## src/rtl/core/dsts_pkg.sv

```systemverilog
`default_nettype none
// ----------------------------------------------------------------------------
// dsts_pkg
// Shared types, constants and the byte weight ROM of the subdomain scorer.
// ----------------------------------------------------------------------------
package dsts_pkg;

  // Name length limit and weight format.
  localparam int MAX_NAME_BYTES   = 1023;
  localparam int WEIGHT_FRAC_BITS = 12;

  // Field widths of the beats.
  localparam int BYTE_W  = 8;
  localparam int SCORE_W = 26;
  localparam int CNT_W   = 10;
  localparam int BAND_W  = 16;
  localparam int CFG_W   = 16;
  localparam int IDX_W   = 2;

  // Running counters must hold the length limit itself.
  localparam int LEN_W  = $clog2(MAX_NAME_BYTES + 1);
  localparam int CNTX_W = (LEN_W > CNT_W) ? LEN_W : CNT_W;

  // Weight scaling from the Q.12 ROM to the working format.
  localparam int SHL      = (WEIGHT_FRAC_BITS >= 12) ? WEIGHT_FRAC_BITS - 12 : 0;
  localparam int SHR      = (WEIGHT_FRAC_BITS >= 12) ? 0 : 12 - WEIGHT_FRAC_BITS;
  localparam int RND      = (1 << SHR) >> 1;
  localparam int WEIGHT_W = 16 + SHL;

  // Band compare widths.
  localparam int PROD_W = BAND_W + LEN_W;
  localparam int CMP_W  = (PROD_W > SCORE_W) ? PROD_W : SCORE_W;

  localparam logic [SCORE_W-1:0] SUM_MAX = {SCORE_W{1'b1}};
  localparam logic [CNT_W-1:0]   CNT_MAX = {CNT_W{1'b1}};
  localparam logic [LEN_W-1:0]   LEN_LIMIT = LEN_W'(MAX_NAME_BYTES);

  // Configuration register indexes.
  localparam logic [IDX_W-1:0] REG_BAND_LOW    = 2'd0;
  localparam logic [IDX_W-1:0] REG_BAND_HIGH   = 2'd1;
  localparam logic [IDX_W-1:0] REG_MIN_SYMBOLS = 2'd2;

  // Configuration reset values.
  localparam logic [BAND_W-1:0] BAND_LOW_RST    = 16'd11469;
  localparam logic [BAND_W-1:0] BAND_HIGH_RST   = 16'd19661;
  localparam logic [CNT_W-1:0]  MIN_SYMBOLS_RST = 10'd8;

  // Character codes that steer the counters.
  localparam logic [BYTE_W-1:0] CH_DOT    = 8'h2E;
  localparam logic [BYTE_W-1:0] CH_HYPHEN = 8'h2D;

  // Fixed Q.12 weights.
  localparam logic [15:0] W_ZERO  = 16'd13107;
  localparam logic [15:0] W_ONE   = 16'd9830;
  localparam logic [15:0] W_DIGIT = 16'd2048;
  localparam logic [15:0] W_OTHER = 16'd24576;

  // English letter frequencies, A through Z, Q.12.
  localparam logic [15:0] LETTER_Q12 [26] = '{
    16'd34597, 16'd6735,  16'd13089, 16'd15855, 16'd46734, 16'd8128,
    16'd7457,  16'd17429, 16'd29205, 16'd842,   16'd3668,  16'd15865,
    16'd10944, 16'd27732, 16'd28884, 16'd8288,  16'd341,   16'd25487,
    16'd28563, 16'd33524, 16'd12097, 16'd4089,  16'd6955,  16'd722,
    16'd7346,  16'd321
  };

  typedef struct packed {
    logic [BYTE_W-1:0] name_byte;
    logic              last_byte;
  } byte_beat_t;

  typedef struct packed {
    logic               detected;
    logic [CNT_W-1:0]   subdomain_length;
    logic [CNT_W-1:0]   symbol_count;
    logic [SCORE_W-1:0] score_sum;
  } verdict_t;

  typedef struct packed {
    logic [SCORE_W-1:0] score;
    logic [LEN_W-1:0]   len;
    logic [LEN_W-1:0]   sym;
  } totals_t;

  // Weight of one byte in the working fixed-point format.
  function automatic logic [WEIGHT_W-1:0] byte_weight(input logic [BYTE_W-1:0] b);
    logic [15:0]       q;
    logic [4:0]        idx;
    logic [WEIGHT_W:0] tmp;
    // Upper and lower case differ by 0x20, so the low five bits minus one
    // give the letter position for both.
    idx = b[4:0] - 5'd1;
    if ((b >= 8'h41 && b <= 8'h5A) || (b >= 8'h61 && b <= 8'h7A)) begin
      q = LETTER_Q12[idx];
    end else if (b == 8'h30) begin
      q = W_ZERO;
    end else if (b == 8'h31) begin
      q = W_ONE;
    end else if (b >= 8'h32 && b <= 8'h39) begin
      q = W_DIGIT;
    end else begin
      q = W_OTHER;
    end
    tmp = (WEIGHT_W + 1)'(q) + (WEIGHT_W + 1)'(RND);
    tmp = tmp << SHL;
    return WEIGHT_W'(tmp >> SHR);
  endfunction

  // Clamp a running count to the output field width.
  function automatic logic [CNT_W-1:0] sat_cnt(input logic [LEN_W-1:0] v);
    logic [CNTX_W-1:0] vx;
    vx = CNTX_W'(v);
    if (vx > CNTX_W'(CNT_MAX)) begin
      return CNT_MAX;
    end
    return CNT_W'(vx);
  endfunction

endpackage
`default_nettype wire

```

## src/rtl/core/dsts_accum.sv

```systemverilog
`default_nettype none
// ----------------------------------------------------------------------------
// dsts_accum
// Input register and running totals; hands out the subdomain totals at the
// final byte of each name.
// ----------------------------------------------------------------------------
module dsts_accum (
  input  wire logic                clk,
  input  wire logic                rst,
  input  wire logic                byte_valid,
  output logic                     byte_ready,
  input  wire dsts_pkg::byte_beat_t byte_data,
  output logic                     sub_valid,
  input  wire logic                sub_ready,
  output dsts_pkg::totals_t        sub_totals
);
  import dsts_pkg::*;

  logic         s0_valid;
  byte_beat_t   s0_beat;
  logic         s0_take;
  logic         sub_free;

  logic [SCORE_W-1:0] run_score, run_score_next;
  logic [LEN_W-1:0]   run_length, run_length_next;
  logic [LEN_W-1:0]   run_symbols, run_symbols_next;
  totals_t            snap_last_dot, snap_last_dot_next;
  totals_t            snap_prev_dot, snap_prev_dot_next;
  logic [1:0]         dots_seen, dots_seen_next;
  totals_t            sub_next;

  logic               active;
  logic               is_dot;
  logic               is_sym;
  logic [SCORE_W:0]   score_sum;

  // A final byte may only leave when the totals slot is free.
  assign sub_free   = !sub_valid || sub_ready;
  assign s0_take    = s0_valid && (!s0_beat.last_byte || sub_free);
  assign byte_ready = !s0_valid || s0_take;

  // Input register.
  always_ff @(posedge clk) begin
    if (rst) begin
      s0_valid <= 1'b0;
    end else if (byte_ready) begin
      s0_valid <= byte_valid;
    end
  end

  always_ff @(posedge clk) begin
    if (byte_ready) begin
      s0_beat <= byte_data;
    end
  end

  // Next totals for the byte in the input register.
  always_comb begin
    active = run_length < LEN_LIMIT;
    is_dot = s0_beat.name_byte == CH_DOT;
    is_sym = !is_dot && (s0_beat.name_byte != CH_HYPHEN);
    score_sum = (SCORE_W + 1)'(run_score) + (SCORE_W + 1)'(byte_weight(s0_beat.name_byte));

    run_score_next     = run_score;
    run_length_next    = run_length;
    run_symbols_next   = run_symbols;
    snap_last_dot_next = snap_last_dot;
    snap_prev_dot_next = snap_prev_dot;
    dots_seen_next     = dots_seen;

    if (active) begin
      if (is_dot) begin
        snap_prev_dot_next = snap_last_dot;
        snap_last_dot_next = '{score: run_score, len: run_length, sym: run_symbols};
        if (dots_seen != 2'd2) begin
          dots_seen_next = dots_seen + 2'd1;
        end
      end
      run_score_next  = score_sum[SCORE_W] ? SUM_MAX : score_sum[SCORE_W-1:0];
      run_length_next = run_length + LEN_W'(1);
      if (is_sym) begin
        run_symbols_next = run_symbols + LEN_W'(1);
      end
    end

    // The subdomain ends at the second-to-last dot; empty with fewer dots.
    sub_next = (dots_seen_next == 2'd2) ? snap_prev_dot_next : '0;
  end

  // Running state; cleared after the final byte of each name.
  always_ff @(posedge clk) begin
    if (rst) begin
      run_score     <= '0;
      run_length    <= '0;
      run_symbols   <= '0;
      snap_last_dot <= '0;
      snap_prev_dot <= '0;
      dots_seen     <= 2'd0;
    end else if (s0_take) begin
      if (s0_beat.last_byte) begin
        run_score     <= '0;
        run_length    <= '0;
        run_symbols   <= '0;
        snap_last_dot <= '0;
        snap_prev_dot <= '0;
        dots_seen     <= 2'd0;
      end else begin
        run_score     <= run_score_next;
        run_length    <= run_length_next;
        run_symbols   <= run_symbols_next;
        snap_last_dot <= snap_last_dot_next;
        snap_prev_dot <= snap_prev_dot_next;
        dots_seen     <= dots_seen_next;
      end
    end
  end

  // Subdomain totals slot.
  always_ff @(posedge clk) begin
    if (rst) begin
      sub_valid <= 1'b0;
    end else if (s0_take && s0_beat.last_byte) begin
      sub_valid <= 1'b1;
    end else if (sub_ready) begin
      sub_valid <= 1'b0;
    end
  end

  always_ff @(posedge clk) begin
    if (s0_take && s0_beat.last_byte) begin
      sub_totals <= sub_next;
    end
  end

endmodule
`default_nettype wire

```

## src/rtl/core/dsts_judge.sv

```systemverilog
`default_nettype none
// ----------------------------------------------------------------------------
// dsts_judge
// Band products, threshold and band compare, and the verdict register.
// ----------------------------------------------------------------------------
module dsts_judge (
  input  wire logic                         clk,
  input  wire logic                         rst,
  input  wire logic [dsts_pkg::BAND_W-1:0]  band_low,
  input  wire logic [dsts_pkg::BAND_W-1:0]  band_high,
  input  wire logic [dsts_pkg::CNT_W-1:0]   min_symbols,
  input  wire logic                         sub_valid,
  output logic                              sub_ready,
  input  wire dsts_pkg::totals_t            sub_totals,
  output logic                              verdict_valid,
  input  wire logic                         verdict_ready,
  output dsts_pkg::verdict_t                verdict_data
);
  import dsts_pkg::*;

  logic              s2_valid;
  logic              s2_move;
  logic              out_free;
  totals_t           s2_sub;
  logic [PROD_W-1:0] s2_lo;
  logic [PROD_W-1:0] s2_hi;
  logic              s2_sym_ok;
  logic              s2_len_nz;
  logic [CMP_W-1:0]  score_x;
  logic              in_band;

  assign out_free  = !verdict_valid || verdict_ready;
  assign s2_move   = s2_valid && out_free;
  assign sub_ready = !s2_valid || s2_move;

  // Product stage: the bounds times the subdomain length.
  always_ff @(posedge clk) begin
    if (rst) begin
      s2_valid <= 1'b0;
    end else if (sub_ready) begin
      s2_valid <= sub_valid;
    end
  end

  always_ff @(posedge clk) begin
    if (sub_ready) begin
      s2_sub    <= sub_totals;
      s2_lo     <= PROD_W'(band_low) * PROD_W'(sub_totals.len);
      s2_hi     <= PROD_W'(band_high) * PROD_W'(sub_totals.len);
      s2_sym_ok <= CNTX_W'(sub_totals.sym) >= CNTX_W'(min_symbols);
      s2_len_nz <= sub_totals.len != '0;
    end
  end

  // Mean test as sum against bound times length.
  assign score_x = CMP_W'(s2_sub.score);
  assign in_band = (score_x >= CMP_W'(s2_lo)) && (score_x <= CMP_W'(s2_hi));

  // Verdict register.
  always_ff @(posedge clk) begin
    if (rst) begin
      verdict_valid <= 1'b0;
    end else if (s2_move) begin
      verdict_valid <= 1'b1;
    end else if (verdict_ready) begin
      verdict_valid <= 1'b0;
    end
  end

  always_ff @(posedge clk) begin
    if (s2_move) begin
      verdict_data.detected         <= s2_len_nz && s2_sym_ok && in_band;
      verdict_data.subdomain_length <= sat_cnt(s2_sub.len);
      verdict_data.symbol_count     <= sat_cnt(s2_sub.sym);
      verdict_data.score_sum        <= s2_sub.score;
    end
  end

endmodule
`default_nettype wire

```

## src/rtl/core/dns_subdomain_tunnel_scorer.sv

```systemverilog
`default_nettype none
// ----------------------------------------------------------------------------
// dns_subdomain_tunnel_scorer
// Scores the subdomain of a domain name streamed one byte per beat and
// returns one verdict beat after the final byte of each name.
// Path: input register, totals slot, product stage, then verdict register.
// Throughput: one name byte per cycle; bytes keep flowing while a verdict
// waits, until a final byte stalls the input behind two full slots.
// Reset: synchronous rst clears the running totals and valid flags and loads
// the band and threshold registers with their defaults; there is no clearing pass.
// ----------------------------------------------------------------------------
module dns_subdomain_tunnel_scorer (
  input  wire logic                        clk,
  input  wire logic                        rst,
  input  wire logic                        byte_valid,
  output logic                             byte_ready,
  input  wire dsts_pkg::byte_beat_t        byte_data,
  output logic                             verdict_valid,
  input  wire logic                        verdict_ready,
  output dsts_pkg::verdict_t               verdict_data,
  input  wire logic                        cfg_valid,
  output logic                             cfg_ready,
  input  wire logic [dsts_pkg::IDX_W-1:0]  cfg_index,
  input  wire logic [dsts_pkg::CFG_W-1:0]  cfg_data
);
  import dsts_pkg::*;

  logic [BAND_W-1:0] band_low;
  logic [BAND_W-1:0] band_high;
  logic [CNT_W-1:0]  min_symbols;
  logic              sub_valid;
  logic              sub_ready;
  totals_t           sub_totals;

  // Configuration registers accept a write every cycle.
  assign cfg_ready = 1'b1;

  always_ff @(posedge clk) begin
    if (rst) begin
      band_low    <= BAND_LOW_RST;
      band_high   <= BAND_HIGH_RST;
      min_symbols <= MIN_SYMBOLS_RST;
    end else if (cfg_valid) begin
      unique case (cfg_index)
        REG_BAND_LOW:    band_low    <= cfg_data;
        REG_BAND_HIGH:   band_high   <= cfg_data;
        REG_MIN_SYMBOLS: min_symbols <= cfg_data[CNT_W-1:0];
        default: begin
        end
      endcase
    end
  end

  // Running totals and subdomain snapshot.
  dsts_accum u_accum (
    .clk        (clk),
    .rst        (rst),
    .byte_valid (byte_valid),
    .byte_ready (byte_ready),
    .byte_data  (byte_data),
    .sub_valid  (sub_valid),
    .sub_ready  (sub_ready),
    .sub_totals (sub_totals)
  );

  // Band test and verdict register.
  dsts_judge u_judge (
    .clk           (clk),
    .rst           (rst),
    .band_low      (band_low),
    .band_high     (band_high),
    .min_symbols   (min_symbols),
    .sub_valid     (sub_valid),
    .sub_ready     (sub_ready),
    .sub_totals    (sub_totals),
    .verdict_valid (verdict_valid),
    .verdict_ready (verdict_ready),
    .verdict_data  (verdict_data)
  );

endmodule
`default_nettype wire
```

## config.mk

```make
export PLATFORM = sky130hd
export DESIGN_NAME = dns_subdomain_tunnel_scorer
export DESIGN_NICKNAME = d
export VERILOG_FILES = /design/src/rtl/core/dsts_pkg.sv /design/src/rtl/core/dsts_accum.sv /design/src/rtl/core/dsts_judge.sv /design/src/rtl/core/dns_subdomain_tunnel_scorer.sv
export SDC_FILE = /design/constraint.sdc
export NUM_CORES = 1
export LEC_CHECK = 0
export ABC_AREA = 1
export ABC_CLOCK_PERIOD_IN_PS = 5300
export BUFFER_PORTS_ARGS = -buffer_cell sky130_fd_sc_hd__buf_2
export CAP_MARGIN = 20
export CORE_MARGIN = 4
export CORE_UTILIZATION = 38
export DETAILED_ROUTE_END_ITERATION = 6
export REMOVE_ABC_BUFFERS = 1
export SETUP_SLACK_MARGIN = 0.1
export SYNTH_ARGS = -nofsm -noshare
export SYNTH_HDL_FRONTEND = slang
export SYNTH_SLANG_ARGS = --single-unit
```

## constraint.sdc

```tcl
create_clock -name clk -period 5.3 [get_ports clk]
set_clock_uncertainty 0.05 [all_clocks]
set_input_delay 0.265 -clock clk [delete_from_list [all_inputs] [get_ports clk]]
set_output_delay 0.265 -clock clk [all_outputs]
set_load 0.01 [all_outputs]
```

==> results.md, run 1 <==
* GRT Util Overall at 18.8%
* Number of antenna diodes at 0
* Worst endpoint data arrival time at 5.36 ns
* Fraction of layout cells with a size suffix above 1 at 8.99%
* Multi-input gate area at 15800 µm²
* Gpl congestion at 0.874
* Total of max-cap violations at 0
* Most frequent cell after synthesis: nand2_1
* Power per standard cell area at 379 nW/µm²
* Fill count at 7453
* Status: finished, final reports clean
* Die X-Extent at 283 µm
* Crit path kind: reg -> reg
* Starting Density at 38.4%
* Final period util at 95.8%
* Net count, final at 4155
* Number of enable flip-flop cells after synthesis at 202
* Minimum clock period at 5.08 ns
* Total CTS buffers at 46
* Pin count of the biggest net entering global routing at 95
* Mapped Area at 28700 µm²
* Hold Fails Final Rpt at 0
* DR WL/cell at 15.9 µm
* Violation count after the first detailed-route iteration at 1395
* VDD IR max at 265 µV
* Chip Height at 283 µm
* Worst setup EP type: flop
* Highest net fanout along the worst path at 9
* Leakage at 16.2 nW
* HP Class: in -> reg
* Worst-Skew Late Latency at 0.60 ns
* Synth Flop Type: edfxtp_1
* DP Cell Count at 4562
* Ys async rst share at 0%
* Initial antenna violation count at 0
* Max-slew violation count at 0
* DR vias at 22800
* Pre-Repair DR Iteration Count at 6
* First-pass GRT wire length at 120000 µm
* Total wire length at 74800 µm
* Num Clock Sinks at 388
* Syn avg cell area at 8.01 µm²
* Syn. warnings at 0
* Final ANT Viol Nets at 0
* H-tree depth at 2
* Data required, critical path at 5.58 ns
* Seq cells post-synth at 388
* Slew Limit Headroom at 31.6%
* Commonest cells in the netlist: nand2_1, inv_1, nor2_1
* Gr ovfl total at 0
* Site Rows at 100
* Register area share after synthesis at 34.1%
* Die ar. at 80000 µm²
* CTS max path bufs at 3
* I/O Buffers at 80
* CTS tree: yes
* Clk root buf: clkbuf_16
* Total core area at 74700 µm²
* Vias in the first global route at 22600
* Fin cells at 4695
* Cells after Synth at 3581
* Top cells by area, synth: edfxtp_1, fa_1, dfxtp_1
* DRC errors left at 0
* Unrepaired setup endpoints after global routing: yes
* Synth cell types at 47
* Slew @ Worst Pin at 1.02 ns
* Area grow syn2layout at 14.3%
* Setup crit start kind: flop
* Setup tns final at 0 ns
* Placed wire-length estimate at 55600 µm
* Avg Vias per Cell at 4.85
* FF+latch area at 9800 µm²
* Clock transition at the registers of the reported paths at 0.07 ns
* Share of the synthesized area in the top cell type at 21.1%
* Setup violations, final at 0
* # IOs at 82
* Fmax at 0.197 GHz
* Leading area contributor after synthesis: edfxtp_1
## final cells by class
type	instances	area share [%]
multi-input combinational	2304	48.1
sequential	388	29.9
inverter	724	8.29
timing repair buffer	224	5.40
clock buffer	69	4.00
tap	969	3.70
clock inverter	17	0.603
## cells by family after synthesis
family / share of synthesized area (%)
buffers and inverters: 11.8
flip-flops: 34.1
other: 0.0131
AND/OR/NAND/NOR: 18.9
adder cells (fa/ha/maj): 24.7
AO/OA/AOI/OAI: 8.55
XOR/XNOR: 1.83
## flip-flops by register name, summed over array words and instances (netlist names), 2 cells and up
signal,count
u_accum.run_score,26
u_judge.score_x,26
u_accum.snap_prev_dot,46
u_accum.run_length,10
u_judge.verdict_data,47
u_accum.sub_totals,46
u_accum.snap_last_dot,46
u_accum.dots_seen,2
band_low,16
u_accum.s0_beat,9
band_high,16
u_accum.run_symbols,10
u_judge.s2_hi,26
u_judge.s2_sub,20
min_symbols,10
u_judge.s2_lo,26
## worst paths after layout
path,startpoint,end,slack [ns],cells past startpoint
max reg2reg,u_accum.sub_totals[14],u_judge.s2_lo[24],0.22,20
min,rst,u_accum.snap_prev_dot[26],0.18,2
min reg2reg,u_judge.s2_sub[9],u_judge.verdict_data[35],0.37,0
max,u_accum.sub_totals[14],u_judge.s2_lo[24],0.22,20
## worst max-delay path, stage by stage, from the launching register on
cell and delay (ns):
edfxtp_1 0.45, buf_12 0.18, buf_4 0.18, nand2_1 0.09, fa_1 0.43, fa_1 0.50, inv_1 0.05, fa_1 0.47
fa_1 0.56, inv_1 0.06, fa_1 0.53, inv_1 0.05, ha_1 0.32, a21oi_2 0.17, o21ai_0 0.10, a21oi_1 0.13
o21ai_1 0.09, buf_4 0.15, nand3_1 0.07, nand2_1 0.06, xor2_1 0.14
## cells in the final DEF (no fill, tap or decap), types with 79 or more instances in the layout
cell type  synthesis  layout
a21oi_1          201     187
buf_2             28      79
buf_4              6      97
dfxtp_1          186     180
edfxtp_1         202     202
fa_1             221     219
ha_1             214     204
inv_1            720     720
nand2_1          896     889
nand3_1          112     112
nor2_1           264     257
o21ai_0          113     103
## power breakdown
part | internal (W) | switching, W | leakage (nW) | total, W
clock network | 0.00183 | 0.00132 | 0.732 | 0.00315
logic | 0.00225 | 0.00333 | 11.9 | 0.00558
registers | 0.00358 | 0.000120 | 3.52 | 0.00370
## layer usage
metal	GRT usage, %	share of wire [%]	up-vias	wire length [µm]
met2	32.3	48	495	35700
met4	5.16	2.5	0	1830
met5	0	0	-	0
met3	2.06	4.3	123	3200
li1	-	-	11400	-
met1	25.4	46	10800	34100
## stage by stage
step	util, %	setup slack, ns	hold WS, ns	total power (W)	area (µm²)
after global placement	40.8	0.185	0.351	0.00886	30500
after global routing	43.9	0.0209	0.174	0.0134	32800
after detailed placement	40.8	0.154	0.355	0.00886	30500
final	43.9	0.224	0.177	0.0124	32800
after floorplan	-	0.0853	0.284	0.00723	28000
after CTS	43.2	0.127	0.140	0.0121	32300
## repair_timing
item                                    4_1_cts  5_1_grt
resized for setup                             0       78
endpoints found under the setup margin        0       30
setup buffers                                 0       13
hold endpoints to repair                     44        0
hold buffers                                 30        0
Note: power is estimated with default switching activity, not from simulation.
==> inputs of run 2 (changes only) <==
--- a/config.mk
+++ b/config.mk
@@ -5,7 +5,6 @@
 export SDC_FILE = /design/constraint.sdc
 export NUM_CORES = 1
 export LEC_CHECK = 0
-export ABC_AREA = 1
 export ABC_CLOCK_PERIOD_IN_PS = 5300
 export BUFFER_PORTS_ARGS = -buffer_cell sky130_fd_sc_hd__buf_2
 export CAP_MARGIN = 20
==> results.md, run 2 <==
* Status: complete, but fails checks (was finished, final reports clean)
* Failing checks: negative setup slack
* Combinational Power Share at 13.1% (was 44.9%)
* CTS max path bufs at 3 (unchanged)
* Avg Vias per Cell at 5.17 (was 4.85)
* Placed wire-length estimate at 54600 µm (was 55600 µm)
* Setup crit start kind: flop (unchanged)
* CTS tree: yes (unchanged)
* Worst endpoint data arrival time at 5.69 ns (was 5.36 ns)
* Hold Fails Final Rpt at 0 (unchanged)
* Top cells by area, synth: edfxtp_1, fa_1, dfxtp_1 (unchanged)
* I/O Buffers at 80 (unchanged)
* Cells after Synth at 2819 (was 3581)
* Leakage at 14.4 nW (was 16.2 nW)
* Ys async rst share at 0% (unchanged)
* Register area share after synthesis at 36.0% (was 34.1%)
* DR vias at 20700 (was 22800)
* Most common cell after layout, fill and taps aside: nand2_1 (unchanged)
* Final period util at 102% (was 95.8%)
* Max-slew violation count at 0 (unchanged)
* Fraction of layout cells with a size suffix above 1 at 17.4% (was 8.99%)
* Clock transition at the registers of the reported paths at 0.06 ns (was 0.07 ns)
* Switching share of power at 25.3% (was 38.4%)
* Total wire length at 73000 µm (was 74800 µm)
* Most frequent cells in the layout: nand2_1, inv_1, fa_1 (was nand2_1, inv_1, nor2_1)
* R2R cell count at 22 (was 20)
* GRT Util Overall at 19.2% (was 18.8%)
* Unrepaired setup endpoints after global routing: yes (unchanged)
* Crit path kind: reg -> reg (unchanged)
* Synth Flop Type: edfxtp_1 (unchanged)
* Commonest cells in the netlist: nand2_1, inv_1, fa_1 (was nand2_1, inv_1, nor2_1)
* Clk root buf: clkbuf_16 (unchanged)
* Gpl congestion at 0.886 (was 0.874)
* H-tree depth at 2 (unchanged)
* Mapped Area at 27200 µm² (was 28700 µm²)
* Die ar. at 76000 µm² (was 80000 µm²)
* Setup WS pre-CTS at -0.356 ns (was 0.154 ns)
* Setup violations, final at 10 (was 0)
* Leading area contributor after synthesis: edfxtp_1 (unchanged)
* Site Rows at 97 (was 100)
* Area grow syn2layout at 19.5% (was 14.3%)
* Number of antenna diodes at 0 (unchanged)
* Final worst slack at -0.123 ns (was 0.224 ns)
* Biggest register: u_judge.verdict_data (unchanged)
* Psw at 0.00192 W (was 0.00477 W)
* Vias in the first global route at 21300 (was 22600)
* Pre-Repair DR Iteration Count at 6 (unchanged)
* Num Clock Sinks at 388 (unchanged)
* Slew @ Worst Pin at 1.05 ns (was 1.02 ns)
* Starting Density at 38.6% (was 38.4%)
* HP Class: in -> reg (unchanged)
* Seq cells post-synth at 388 (unchanged)
* Total core area at 70500 µm² (was 74700 µm²)
* Gr ovfl total at 0 (unchanged)
* Die X-Extent at 276 µm (was 283 µm)
* Hold slack at 0.0521 ns (was 0.177 ns)
* Synth cell types at 83 (was 47)
* Pwr Total at 0.00759 W (was 0.0124 W)
* Reg power frac at 43.5% (was 29.8%)
* Share of the synthesized area in the top cell type at 22.3% (was 21.1%)
* Total of max-cap violations at 0 (unchanged)
* Most frequent cell after synthesis: nand2_1 (unchanged)
* Violation count after the first detailed-route iteration at 1402 (was 1395)
* Chip Height at 276 µm (was 283 µm)
* Hold Path Depth at 4 (was 2)
* Syn. warnings at 0 (unchanged)
* VDD IR max at 190 µV (was 265 µV)
* Worst-Skew Late Latency at 0.57 ns (was 0.60 ns)
* # IOs at 82 (unchanged)
* DRC errors left at 0 (unchanged)
* Pin count of the biggest net entering global routing at 95 (unchanged)
* DR WL/cell at 18.2 µm (was 15.9 µm)
* Fmax at 0.184 GHz (was 0.197 GHz)
* Syn avg cell area at 9.66 µm² (was 8.01 µm²)
* Power per standard cell area at 233 nW/µm² (was 379 nW/µm²)
* Worst setup EP type: flop (unchanged)
* Final core utilization at 46.1% (was 43.9%)
* Total CTS buffers at 45 (was 46)
* Highest net fanout along the worst path at 4 (was 9)
* Slew Limit Headroom at 29.9% (was 31.6%)
* Data required, critical path at 5.57 ns (was 5.58 ns)
* Clock power frac at 43.4% (was 25.3%)
* Net count, final at 3489 (was 4155)
* Minimum clock period at 5.42 ns (was 5.08 ns)
* Number of enable flip-flop cells after synthesis at 202 (unchanged)
* Max FFs per register at 47 (unchanged)
* Initial antenna violation count at 4 (was 0)
* Final ANT Viol Nets at 0 (unchanged)
* First-pass GRT wire length at 116000 µm (was 120000 µm)
* Int Power at 0.00567 W (was 0.00766 W)
run 2: worst max-delay path, stage by stage, from the launching register on:
cell	delay, ns
edfxtp_1	0.44
buf_6	0.17
buf_6	0.13
buf_6	0.11
and2_4	0.15
fa_2	0.34
fa_1	0.54
inv_1	0.05
fa_1	0.51
inv_2	0.04
fa_1	0.54
inv_1	0.06
fa_1	0.56
inv_2	0.05
ha_4	0.17
a21oi_4	0.21
o221ai_2	0.14
a31oi_2	0.21
o21bai_1	0.12
a21oi_2	0.24
a211oi_2	0.10
buf_4	0.15
xnor2_1	0.11
run 2: through the flow:
| stage | TNS [ns] | cell area [µm²] | instances |
|---|---|---|---|
| after global routing | -3.19 | 32500 | 3998 |
| after CTS | -0.697 | 32100 | 3984 |
| after floorplan | -1.95 | 26500 | 2652 |
| final | -0.537 | 32500 | 3998 |
| after global placement | -3.42 | 29600 | 3860 |
| after detailed placement | -3.61 | 29600 | 3860 |
run 2: cell families (layout without fill, tap and decap cells):
kind of cell | Yosys count | count (layout) | synth area share [%]
and+or+nand+nor | 897 | 897 | 15.5
AOI/OAI and AO/OA | 530 | 530 | 12.7
buffers and inverters | 484 | 723 | 6.95
adders and majority gates | 435 | 435 | 26.1
DFF | 388 | 388 | 36.0
xor gates and xnor gates | 70 | 70 | 2.25
muxes | 14 | 14 | 0.519
other | 1 | 1 | 0.0138
run 2: power groups by stage:
stage          Combinational, W  Sequential [W]  Clock (W)
5_1_grt                 0.00111         0.00331    0.00348
3_5_place_dp           0.000879         0.00336          0
2_1_floorplan          0.000507         0.00335          0
6_report               0.000998         0.00330    0.00329
3_3_place_gp           0.000863         0.00336          0
4_1_cts                0.000957         0.00330    0.00337
run 2: path summary, 6_finish.rpt:
kind	slack (ns)	from	end
setup / recovery	-0.12	u_accum.sub_totals[14]	u_judge.s2_lo[18]
hold / removal	0.05	verdict_ready	u_judge.verdict_valid
setup reg to reg	-0.12	u_accum.sub_totals[14]	u_judge.s2_lo[18]
hold reg to reg	0.36	u_accum.sub_totals[26]	u_judge.score_x[6]
run 2: layout make-up:
type	instances	area [µm²]
clock buffer	54	1230
tap	940	1180
sequential	388	9790
fill	6551	38000
timing repair buffer	323	2490
inverter	317	1190
multi-input combinational	1947	16300
clock inverter	29	344
run 2: timing repair:
item	CTS	global route
endpoints found under the hold margin	43	0
setup buffers	17	14
setup endpoints to repair	27	29
resized for setup	110	76
pin swaps	70	64
cloned	1	1
hold buffers	26	0
run 2: metal layers:
metal / global-route usage [%] / wire (µm) / vias up
li1: - / - / 9844
met4: 6.32 / 2440 / 4
met2: 33.1 / 35900 / 447
met5: 0 / 21 / -
met3: 3.16 / 3200 / 133
met1: 24.5 / 31400 / 10200
==> inputs of run 3 (changes only) <==
--- a/config.mk
+++ b/config.mk
@@ -9,8 +9,9 @@
 export BUFFER_PORTS_ARGS = -buffer_cell sky130_fd_sc_hd__buf_2
 export CAP_MARGIN = 20
 export CORE_MARGIN = 4
-export CORE_UTILIZATION = 38
+export CORE_UTILIZATION = 58
 export DETAILED_ROUTE_END_ITERATION = 6
+export PLACE_DENSITY = 0.78
 export REMOVE_ABC_BUFFERS = 1
 export SETUP_SLACK_MARGIN = 0.1
 export SYNTH_ARGS = -nofsm -noshare
==> results.md, run 3 (synthesis results as in run 2) <==
* CTS max path bufs at 3 (unchanged)
* Hold Fails Final Rpt at 0 (unchanged)
* GRT Util Overall at 28.6% (was 19.2%)
* VDD IR max at 208 µV (was 190 µV)
* Num Clock Sinks at 388 (unchanged)
* Chip Height at 225 µm (was 276 µm)
* Clock transition at the registers of the reported paths at 0.07 ns (was 0.06 ns)
* Fraction of layout cells with a size suffix above 1 at 18.1% (was 17.4%)
* Setup crit start kind: flop (unchanged)
* Crit path kind: reg -> reg (unchanged)
* Gpl congestion at 0.908 (was 0.886)
* HP Class: in -> reg (unchanged)
* Highest net fanout along the worst path at 6 (was 4)
* Worst endpoint data arrival time at 5.76 ns (was 5.69 ns)
* Power per standard cell area at 225 nW/µm² (was 233 nW/µm²)
* Clk root buf: clkbuf_16 (unchanged)
* DR vias at 21600 (was 20700)
* Number of antenna diodes at 0 (unchanged)
* Placement Cell Area at 29100 µm² (was 29600 µm²)
* Vias in the first global route at 22100 (was 21300)
* Die ar. at 50500 µm² (was 76000 µm²)
* Critical path's top delay family: adder cells (unchanged)
* Post-route cell area at 32000 µm² (was 32500 µm²)
* I/O Buffers at 80 (unchanged)
* Pre-Repair DR Iteration Count at 6 (unchanged)
* Biggest register: u_judge.verdict_data (unchanged)
* Hold slack at 0.0377 ns (was 0.0521 ns)
* Data required, critical path at 5.58 ns (was 5.57 ns)
* Leakage at 14.3 nW (was 14.4 nW)
* DRC errors left at 0 (unchanged)
* Unrepaired setup endpoints after global routing: yes (unchanged)
* Avg Vias per Cell at 5.89 (was 5.17)
* Status: complete, but fails checks (unchanged)
* First-pass GRT wire length at 117000 µm (was 116000 µm)
* Final period util at 103% (was 102%)
* Initial antenna violation count at 2 (was 4)
* Slew Limit Headroom at 30.2% (was 29.9%)
* Die X-Extent at 225 µm (was 276 µm)
* Pin count of the biggest net entering global routing at 95 (unchanged)
* Multi-input gate area at 16400 µm² (was 16300 µm²)
* Final core utilization at 69.0% (was 46.1%)
* CP cell instances: buf_6 > buf_4 > and2_4 > fa_1 > fa_2 > fa_1 > fa_1 > inv_1 > fa_1 > inv_2 > ha_4 > nand4_1 > o221ai_2 > a31oi_4 > o21bai_1 > a21oi_2 > buf_4 > o2111ai_2 > nand3_1 (was buf_6 > buf_6 > buf_6 > and2_4 > fa_2 > fa_1 > inv_1 > fa_1 > inv_2 > fa_1 > inv_1 > fa_1 > inv_2 > ha_4 > a21oi_4 > o221ai_2 > a31oi_2 > o21bai_1 > a21oi_2 > a211oi_2 > buf_4 > xnor2_1)
* Final worst slack at -0.173 ns (was -0.123 ns)
* Site Rows at 79 (was 97)
* FF+latch area at 9790 µm² (about the same)
* Net count, final at 3498 (was 3489)
* Total core area at 46500 µm² (was 70500 µm²)
* Pwr Total at 0.00720 W (was 0.00759 W)
* Most common cell after layout, fill and taps aside: nand2_1 (unchanged)
* Total wire length at 73900 µm (was 73000 µm)
* Area grow syn2layout at 17.7% (was 19.5%)
* Total CTS buffers at 42 (was 45)
* DR WL/cell at 20.1 µm (was 18.2 µm)
* H-tree depth at 2 (unchanged)
* Fmax at 0.183 GHz (was 0.184 GHz)
* CP max stage cell: fa_1 (unchanged)
* Minimum clock period at 5.47 ns (was 5.42 ns)
* CTS tree: yes (unchanged)
* Final ANT Viol Nets at 0 (unchanged)
* Worst path max stage delay at 0.56 ns (about the same)
* Violation count after the first detailed-route iteration at 1988 (was 1402)
* Worst setup EP type: flop (unchanged)
* Max FFs per register at 47 (unchanged)
* Most frequent cells in the layout: nand2_1, inv_1, fa_1 (unchanged)
* Gr ovfl total at 0 (unchanged)
* Max-slew violation count at 0 (unchanged)
* Total of max-cap violations at 0 (unchanged)
* Fill count at 3335 (was 6551)
* Crit path top cell by count: fa_1 (unchanged)
* WP buf/inv at 5 (was 8)
* Failing checks: negative setup slack (unchanged)
* Placed wire-length estimate at 53100 µm (was 54600 µm)
* Setup violations, final at 8 (was 10)
* Slew @ Worst Pin at 1.05 ns (about the same)
* Worst-Skew Late Latency at 0.58 ns (was 0.57 ns)
* Starting Density at 58.6% (was 38.6%)
* # IOs at 82 (unchanged)
==> run 3: changes by cell type in the layout (fill, tap and decap cells not counted), moves of 6 or more <==
cell	change
and2_4	+6
inv_1	-9
clkbuf_1	+8
buf_6	+14
and2_1	-6
bufinv_16	-6
inv_2	+9
==> run 3: final cells by class <==
type,count,area share [%]
timing repair buffer,335,8.09
inverter,317,3.71
clock inverter,19,0.504
multi-input combinational,1947,51.0
clock buffer,59,3.72
tap,607,2.37
sequential,388,30.6
==> run 3: power breakdown <==
part / internal, W / switching [W]
Sequential: 0.00324 / 0.0000598
Combinational: 0.000423 / 0.000576
Clock: 0.00164 / 0.00126
==> run 3: path summary, 6_finish.rpt <==
check | slack, ns | cells after the start | to | start
setup / recovery | -0.17 | 19 | u_judge.s2_lo[24] | u_accum.sub_totals[16]
hold / removal | 0.04 | 4 | u_judge.verdict_valid | verdict_ready
setup reg to reg | -0.17 | 19 | u_judge.s2_lo[24] | u_accum.sub_totals[16]
hold reg to reg | 0.36 | 0 | u_judge.score_x[14] | u_accum.sub_totals[34]
==> run 3: timing repair <==
item / in CTS / in global routing
endpoints found under the hold margin: 48 / 0
hold buffers: 26 / 0
cloned: 1 / 0
pin swaps: 90 / 75
resized for setup: 133 / 89
setup endpoints to repair: 24 / 30
setup buffers: 34 / 14
==> run 3: routing by layer <==
metal / routed length (µm) / track usage (%) / vias up / part of all wire [%]
met5: 7 / 0 / - / 0.0095
met4: 3180 / 11.2 / 2 / 4.3
met3: 5350 / 5.02 / 222 / 7.2
met2: 36600 / 48.9 / 955 / 50
met1: 28700 / 36.6 / 10600 / 39
li1: - / - / 9859 / -
==> run 3: tightest hold or removal path, stage by stage <==
cell and delay [ns]:
buf_2 0.09, nor2b_1 0.10, nor2_1 0.11, nor2_1 0.05
==> run 3: per-stage QoR <==
stage | setup WS, ns | instances | TNS, ns
after floorplan | -0.381 | 2652 | -1.95
after global placement | -0.226 | 3519 | -1.71
after detailed placement | -0.329 | 3519 | -3.43
after CTS | -0.0664 | 3658 | -0.164
after global routing | -0.308 | 3672 | -2.96
final | -0.173 | 3672 | -0.958
